### config.mk
export PLATFORM = sky130hd
export DESIGN_NAME = cart_dma_register_block_core
export DESIGN_NICKNAME = d
export VERILOG_FILES = /design/src/hdl/cdma_pkg.sv /design/src/hdl/cart_dma_register_block_core.sv /design/src/hdl/cdma_regs.sv
export SDC_FILE = /design/constraint.sdc
export NUM_CORES = 1
export LEC_CHECK = 0
export ABC_AREA = 0
export BUFFER_PORTS_ARGS = -buffer_cell sky130_fd_sc_hd__buf_2
export CAP_MARGIN = 0
export CORE_AREA = 2 2 157 159
export CTS_CLUSTER_DIAMETER = 30
export DETAILED_ROUTE_END_ITERATION = 7
export DIE_AREA = 0 0 159 161
export GPL_TIMING_DRIVEN = 0
export PLACE_DENSITY = 0.76
export RECOVER_POWER = 25
export SYNTH_ARGS = -nofsm -noshare
export SYNTH_HDL_FRONTEND = slang
export SYNTH_SLANG_ARGS = --single-unit
### constraint.sdc
create_clock -name clk -period 7.3 [get_ports clk]
set_input_delay 0.365 -clock clk [delete_from_list [all_inputs] [get_ports clk]]
set_output_delay 0.365 -clock clk [all_outputs]
set_load 0.03 [all_outputs]
### src/hdl/cdma_pkg.sv
`timescale 1ns / 1ps
`default_nettype none

package cdma_pkg;

	localparam int DataW   = 32;
	localparam int OffW    = 6;
	localparam int AddrW   = 24;
	localparam int LenW    = 24;
	localparam int DmaLenW = 25;

	localparam logic [1:0] OP_READ  = 2'd0;
	localparam logic [1:0] OP_WRITE = 2'd1;
	localparam logic [1:0] OP_DONE  = 2'd2;

	localparam logic [1:0] SK_NONE  = 2'd0;
	localparam logic [1:0] SK_SRAM  = 2'd1;
	localparam logic [1:0] SK_FLASH = 2'd2;

	localparam logic [1:0] DK_NONE     = 2'd0;
	localparam logic [1:0] DK_TO_SAVE  = 2'd1;
	localparam logic [1:0] DK_FROM_SAVE = 2'd2;
	localparam logic [1:0] DK_ROM      = 2'd3;

	localparam logic [OffW-1:0] REG_RAM_ADDR  = 6'h00;
	localparam logic [OffW-1:0] REG_CART_ADDR = 6'h04;
	localparam logic [OffW-1:0] REG_TO_CART   = 6'h08;
	localparam logic [OffW-1:0] REG_TO_RAM    = 6'h0C;
	localparam logic [OffW-1:0] REG_STATUS    = 6'h10;
	localparam logic [OffW-1:0] REG_LAT0      = 6'h14;
	localparam logic [OffW-1:0] REG_PWD0      = 6'h18;
	localparam logic [OffW-1:0] REG_PGS0      = 6'h1C;
	localparam logic [OffW-1:0] REG_RLS0      = 6'h20;
	localparam logic [OffW-1:0] REG_LAT1      = 6'h24;
	localparam logic [OffW-1:0] REG_PWD1      = 6'h28;
	localparam logic [OffW-1:0] REG_PGS1      = 6'h2C;
	localparam logic [OffW-1:0] REG_RLS1      = 6'h30;

	localparam logic [DataW-1:0] SAVE_LO = 32'h0800_0000;
	localparam logic [DataW-1:0] SAVE_HI = 32'h0FFF_FFFF;
	localparam logic [DataW-1:0] ROM_LO  = 32'h1000_0000;
	localparam logic [DataW-1:0] ROM_HI  = 32'h1FBF_FFFF;

	typedef struct packed {
		logic [DataW-1:0]   read_data;
		logic               access_ok;
		logic               raise_irq;
		logic               clear_irq;
		logic [1:0]         dma_kind;
		logic               dma_save_flash;
		logic [AddrW-1:0]   dma_ram_addr;
		logic [DataW-1:0]   dma_cart_addr;
		logic [DmaLenW-1:0] dma_length;
	} res_t;

endpackage

`default_nettype wire

### src/hdl/cart_dma_register_block_core.sv
`timescale 1ns / 1ps
`default_nettype none

// Channel | Handshake         | Payload
// in      | in_valid/in_stall | opcode, reg_offset, write_data
// out     | out_valid/out_stall | read_data, access_ok, raise_irq, clear_irq, dma_*
// cfg     | cfg_wen           | cfg_wdata (storage kind)
//
// One word in and one word out per cycle while out_stall is low; each word
// passes the input register, then the result register. Register decode and
// address range compares sit between the two. Reset clears the register
// file, the storage kind and both valid flags. A stalled result holds; the input
// register keeps one word behind it, so in_stall rises only when both are full.

module cart_dma_register_block_core (
	input  wire                             clk,
	input  wire                             arst_n,
	input  wire                             cfg_wen,
	input  wire  [1:0]                      cfg_wdata,
	input  wire                             in_valid,
	output logic                            in_stall,
	input  wire  [1:0]                      opcode,
	input  wire  [cdma_pkg::OffW-1:0]       reg_offset,
	input  wire  [cdma_pkg::DataW-1:0]      write_data,
	output logic                            out_valid,
	input  wire                             out_stall,
	output logic [cdma_pkg::DataW-1:0]      read_data,
	output logic                            access_ok,
	output logic                            raise_irq,
	output logic                            clear_irq,
	output logic [1:0]                      dma_kind,
	output logic                            dma_save_flash,
	output logic [cdma_pkg::AddrW-1:0]      dma_ram_addr,
	output logic [cdma_pkg::DataW-1:0]      dma_cart_addr,
	output logic [cdma_pkg::DmaLenW-1:0]    dma_length
);
	import cdma_pkg::*;

	logic             valid_s1;
	logic [1:0]       opcode_s1;
	logic [OffW-1:0]  offset_s1;
	logic [DataW-1:0] data_s1;
	logic             advance;
	logic             take;
	res_t             res;
	res_t             res_q;

	assign advance  = valid_s1 && (!out_valid || !out_stall);
	assign in_stall = valid_s1 && !advance;
	assign take     = in_valid && !in_stall;

	cdma_regs u_regs (
		.clk        (clk),
		.arst_n     (arst_n),
		.cfg_wen    (cfg_wen),
		.cfg_wdata  (cfg_wdata),
		.commit     (advance),
		.opcode     (opcode_s1),
		.reg_offset (offset_s1),
		.write_data (data_s1),
		.res        (res)
	);

	always_ff @(posedge clk or negedge arst_n) begin
		if (!arst_n) begin
			valid_s1  <= 1'b0;
			out_valid <= 1'b0;
		end else begin
			if (take) begin
				valid_s1 <= 1'b1;
			end else if (advance) begin
				valid_s1 <= 1'b0;
			end
			if (advance) begin
				out_valid <= 1'b1;
			end else if (!out_stall) begin
				out_valid <= 1'b0;
			end
		end
	end

	always_ff @(posedge clk) begin
		if (take) begin
			opcode_s1 <= opcode;
			offset_s1 <= reg_offset;
			data_s1   <= write_data;
		end
		if (advance) begin
			res_q <= res;
		end
	end

	assign read_data      = res_q.read_data;
	assign access_ok      = res_q.access_ok;
	assign raise_irq      = res_q.raise_irq;
	assign clear_irq      = res_q.clear_irq;
	assign dma_kind       = res_q.dma_kind;
	assign dma_save_flash = res_q.dma_save_flash;
	assign dma_ram_addr   = res_q.dma_ram_addr;
	assign dma_cart_addr  = res_q.dma_cart_addr;
	assign dma_length     = res_q.dma_length;

endmodule

`default_nettype wire

### src/hdl/cdma_regs.sv
`timescale 1ns / 1ps
`default_nettype none

module cdma_regs (
	input  wire                            clk,
	input  wire                            arst_n,
	input  wire                            cfg_wen,
	input  wire  [1:0]                     cfg_wdata,
	input  wire                            commit,
	input  wire  [1:0]                     opcode,
	input  wire  [cdma_pkg::OffW-1:0]      reg_offset,
	input  wire  [cdma_pkg::DataW-1:0]     write_data,
	output cdma_pkg::res_t                 res
);
	import cdma_pkg::*;

	logic [1:0]       storage_kind_q;
	logic [AddrW-1:0] ram_address_q;
	logic [DataW-1:0] cart_address_q;
	logic [LenW-1:0]  to_cart_length_q;
	logic [LenW-1:0]  to_ram_length_q;
	logic [1:0]       busy_q;
	logic [7:0]       latency_q [2];
	logic [7:0]       pulse_width_q [2];
	logic [3:0]       page_size_q [2];
	logic             release_q [2];

	logic             save_dev;
	logic             flash;
	logic             in_save;
	logic             in_rom;
	logic [LenW-1:0]  wr_len;
	logic             set_busy;

	assign save_dev = (storage_kind_q == SK_SRAM) || (storage_kind_q == SK_FLASH);
	assign flash    = (storage_kind_q == SK_FLASH);
	assign in_save  = (cart_address_q >= SAVE_LO) && (cart_address_q <= SAVE_HI);
	assign in_rom   = (cart_address_q >= ROM_LO) && (cart_address_q <= ROM_HI);
	assign wr_len   = write_data[LenW-1:0];
	assign set_busy = !in_save && in_rom;

	always_comb begin
		res = '0;
		case (opcode)
			OP_READ: begin
				res.access_ok = 1'b1;
				unique case (reg_offset)
					REG_RAM_ADDR:  res.read_data = {8'd0, ram_address_q};
					REG_CART_ADDR: res.read_data = cart_address_q;
					REG_TO_CART:   res.read_data = {8'd0, to_cart_length_q};
					REG_TO_RAM:    res.read_data = {8'd0, to_ram_length_q};
					REG_STATUS:    res.read_data = {30'd0, busy_q};
					REG_LAT0:      res.read_data = {24'd0, latency_q[0]};
					REG_PWD0:      res.read_data = {24'd0, pulse_width_q[0]};
					REG_PGS0:      res.read_data = {28'd0, page_size_q[0]};
					REG_RLS0:      res.read_data = {31'd0, release_q[0]};
					REG_LAT1:      res.read_data = {24'd0, latency_q[1]};
					REG_PWD1:      res.read_data = {24'd0, pulse_width_q[1]};
					REG_PGS1:      res.read_data = {28'd0, page_size_q[1]};
					REG_RLS1:      res.read_data = {31'd0, release_q[1]};
					default:       res.access_ok = 1'b0;
				endcase
			end
			OP_WRITE: begin
				res.access_ok = 1'b1;
				res.dma_ram_addr  = ram_address_q;
				res.dma_cart_addr = cart_address_q;
				res.dma_length    = {1'b0, wr_len} + DmaLenW'(1);
				unique case (reg_offset)
					REG_TO_CART: begin
						res.raise_irq = 1'b1;
						if (in_save && save_dev) begin
							res.dma_kind       = DK_TO_SAVE;
							res.dma_save_flash = flash;
						end
					end
					REG_TO_RAM: begin
						if (in_save) begin
							res.raise_irq = 1'b1;
							if (save_dev) begin
								res.dma_kind       = DK_FROM_SAVE;
								res.dma_save_flash = flash;
							end
						end else if (in_rom) begin
							res.dma_kind = DK_ROM;
						end else begin
							res.raise_irq = 1'b1;
						end
					end
					REG_STATUS:    res.clear_irq = write_data[1];
					REG_RAM_ADDR, REG_CART_ADDR, REG_LAT0, REG_PWD0, REG_PGS0, REG_RLS0,
					REG_LAT1, REG_PWD1, REG_PGS1, REG_RLS1: ;
					default:       res.access_ok = 1'b0;
				endcase
				if (res.dma_kind == DK_NONE) begin
					res.dma_ram_addr  = '0;
					res.dma_cart_addr = '0;
					res.dma_length    = '0;
				end
			end
			OP_DONE: begin
				res.access_ok = 1'b1;
				res.raise_irq = 1'b1;
			end
			default: ;
		endcase
	end

	always_ff @(posedge clk or negedge arst_n) begin
		if (!arst_n) begin
			storage_kind_q   <= SK_NONE;
			ram_address_q    <= '0;
			cart_address_q   <= '0;
			to_cart_length_q <= '0;
			to_ram_length_q  <= '0;
			busy_q           <= '0;
			latency_q[0]     <= '0;
			latency_q[1]     <= '0;
			pulse_width_q[0] <= '0;
			pulse_width_q[1] <= '0;
			page_size_q[0]   <= '0;
			page_size_q[1]   <= '0;
			release_q[0]     <= 1'b0;
			release_q[1]     <= 1'b0;
		end else begin
			if (cfg_wen) begin
				storage_kind_q <= cfg_wdata;
			end
			if (commit && opcode == OP_DONE) begin
				busy_q <= '0;
			end
			if (commit && opcode == OP_WRITE) begin
				unique case (reg_offset)
					REG_RAM_ADDR:  ram_address_q    <= write_data[AddrW-1:0];
					REG_CART_ADDR: cart_address_q   <= write_data;
					REG_TO_CART:   to_cart_length_q <= wr_len;
					REG_TO_RAM: begin
						to_ram_length_q <= wr_len;
						if (set_busy) begin
							busy_q <= 2'b11;
						end
					end
					REG_LAT0:      latency_q[0]     <= write_data[7:0];
					REG_PWD0:      pulse_width_q[0] <= write_data[7:0];
					REG_PGS0:      page_size_q[0]   <= write_data[3:0];
					REG_RLS0:      release_q[0]     <= write_data[0];
					REG_LAT1:      latency_q[1]     <= write_data[7:0];
					REG_PWD1:      pulse_width_q[1] <= write_data[7:0];
					REG_PGS1:      page_size_q[1]   <= write_data[3:0];
					REG_RLS1:      release_q[1]     <= write_data[0];
					default: ;
				endcase
			end
		end
	end

endmodule

`default_nettype wire

==> out/qor.csv <==
metric,value,unit
clock slew at reported path FFs,0.05,ns
clock tree buffer depth,3,
Worst path max stage delay,2.38,ns
Max transition margin,-1.28,
layout cells sized above 1,0.385,
Worst Setup Path Type,input pin to asynchronous set/reset pin,
area after detailed placement,14300,um^2
Critical path buffers and inverters,2,
Hold WC Path Type,input pin to register,
"most common cell after layout, fill and taps aside",buf_2,
setup TNS,0,ns
post-route clock period utilization,0.473,
Setup-failing EPs final,0,
min Tclk post-route,3.45,ns
Root Driver,clkbuf_16,
CTS Buf Count,52,
# DRC,0,
Lkg Pwr,7.06,nW
antenna violations before repair,0,
ranking of synthesized cells by area,"edfxtp_1 (37%), dfrtp_1 (29%), mux2_2 (13%), nor3b_1 (3.1%), a22oi_1 (2.5%)",
Multi-input gate area,4040,um^2
routed len/inst,21.7,um
crit path cell chain,dlygate4sd3_1 -> clkbuf_1,
clock skew,0.0203,ns
Slew Limit Fails,58,
Seq. cell area,8580,um^2
initial DRC count,827,
post-route ant nets,0,
Yosys top cell area share,0.369,
Max Cap Viol,1,
setup repair after global routing missed its margin,no,
"Req. time, crit path",7.18,ns
H-tree levels,2,
ANT cells,0,
HPWL after detailed placement,20800,um
synthesized area,12900,um^2
FILL cells,1655,
sequential area share after synthesis,0.663,
Synth Instances,868,
global-route wire length before repair,49600,um
routed vias,8748,
gr ovfl total,0,
fin area,16500,um^2
"Clk Latency, worst-skew pair",0.55,ns
Fin. Hold Viols,0,
global-route usage over all layers,0.250,
cts repair resizes,0,
peak supply drop,0.190,mV
Die ar.,25600,um^2
number of synthesized flops with an enable pin,159,
async set-reset flop share out of synthesis,0.489,
CP startpoint kind,input pin,
largest net degree at the start of global routing,96,
final core occ,0.688,
gpl congestion,0.928,
Rows,57,
area grow syn2layout,27.5,%
Synth Flop Type,edfxtp_1,
CP Capture Type,asynchronous set/reset pin,
Worst-Margin Slew,3.41,ns
TritonCTS clock tree,built,
boundary pin count,168,
CP top delay family,buffers and inverters,
Yosys reg bits,311,
Nets,1180,
Post-Syn Area per Cell,14.9,um^2
Yosys cell types,61,
dominant cell type by area after synthesis,edfxtp_1,
die width,159,um
Port Buffers,167,
"Setup Fix Bufs, Post-CTS",0,
most frequent cells in the layout,"buf_2 (185), edfxtp_1 (159), mux2_2 (153), dfrtp_1 (152), nor3b_1 (54)",
PD cells,299,nW/um^2
die outline height,161,um
Starting Density,0.540,
drt total wl,32400,um
CP max FO,58,
CP max stage cell,clkbuf_1,
CORE AREA,24000,um^2
TritonCTS Sinks,311,
vias in the first global route,8773,
Crit path arrival time,3.33,ns
Initial DRT Pass Iterations,5,
Yosys Warn Count,0,
fmax,290,MHz
Vias/cell,5.86,
status,"finished, violations left",
failing checks,"capacitance limit, slew limit",
## cell type report
type                    instances  share of cell area
inverters                       7             0.00159
flip-flops and latches        311               0.520
clock buffers                  58              0.0834
repair buffers                204              0.0753
plain buffers                  67              0.0184
well taps                     324              0.0246
clock inverters                38              0.0315
multi-input cells             485               0.245
## layer usage
metal	vias up	share of wire	global-route usage
met3	76	0.071	0.0485
met2	376	0.50	0.421
met4	0	0.028	0.0860
met1	4429	0.40	0.330
met5	-	0	0
li1	3867	-	-
## worst paths after layout
| check | depth (start not counted) | from | slack, ns | endpoint |
|---|---|---|---|---|
| max | 2 | arst_n | 3.85 | u_regs.to_cart_length_q[15]$_DFFE_PN0P_ |
| min | 1 | reg_offset[4] | 0.01 | offset_s1[4]$_DFFE_PP_ |
| max reg2reg | 6 | offset_s1[5]$_DFFE_PP_ | 4.31 | dma_ram_addr[6]$_SDFFCE_PP0P_ |
| min reg2reg | 1 | data_s1[30]$_DFFE_PP_ | 0.48 | u_regs.cart_address_q[30]$_DFFE_PN0P_ |
| max in group clk | 6 | offset_s1[5]$_DFFE_PP_ | 4.31 | dma_ram_addr[6]$_SDFFCE_PP0P_ |
| min in group asynchronous | 2 | arst_n | 1.52 | u_regs.ram_address_q[9]$_DFFE_PN0P_ |
## cell usage after synthesis (7+ instances only)
cell type	count
and3_1	20
clkbuf_1	36
mux2i_1	7
buf_2	25
nand3_1	18
or3_1	9
o21ai_0	13
a22o_1	8
a211oi_1	10
nor3_1	17
nand2_1	18
nor3b_1	54
a22oi_1	43
edfxtp_1	159
a21oi_1	18
mux2_2	153
nand4_1	7
a31oi_1	7
dfrtp_1	152
## registers in the layout, indices dropped and copies added, names as in the netlist, 8 cells and up
name	cells
data_s1	32
dma_cart_addr	32
read_data	32
u_regs.cart_address_q	32
dma_length	25
dma_ram_addr	24
u_regs.ram_address_q	24
u_regs.to_cart_length_q	24
u_regs.to_ram_length_q	24
u_regs.latency_q	16
u_regs.pulse_width_q	16
u_regs.page_size_q	8
## through the flow
stage	power [mW]	cells	hold slack, ns	worst slack [ns]
after floorplan	2.23	870	0.0694	3.29
after global placement	2.35	1361	0.458	2.10
after detailed placement	2.36	1364	0.381	4.40
after CTS	4.96	1494	0.000331	4.37
after global routing	5.06	1494	0.000466	3.27
final	4.93	1494	0.0138	3.85
## cell families (layout without fill, tap and decap cells)
family / count (synthesis) / in the layout / share of synthesized area
simple gates: 183 / 183 / 0.0905
flops: 311 / 311 / 0.663
compound gates: 121 / 121 / 0.0672
mux: 162 / 162 / 0.141
xor+xnor: 11 / 11 / 0.00745
other cells: 1 / 3 / 0.000290
fa+ha+maj: 5 / 5 / 0.00484
buf+inv: 74 / 374 / 0.0254
## power breakdown
group | internal (mW) | total (mW) | switching (mW)
registers | 1.95 | 2.01 | 0.0535
logic | 0.110 | 0.336 | 0.226
clock network | 1.70 | 2.58 | 0.882
total | 3.76 | 4.93 | 1.16
## what timing repair did
action	4_1_cts	5_1_grt
hold endpoints to repair	90	0
hold buffers	34	0
endpoints found under the setup margin	0	0
Note: power is estimated with default switching activity, not from simulation.
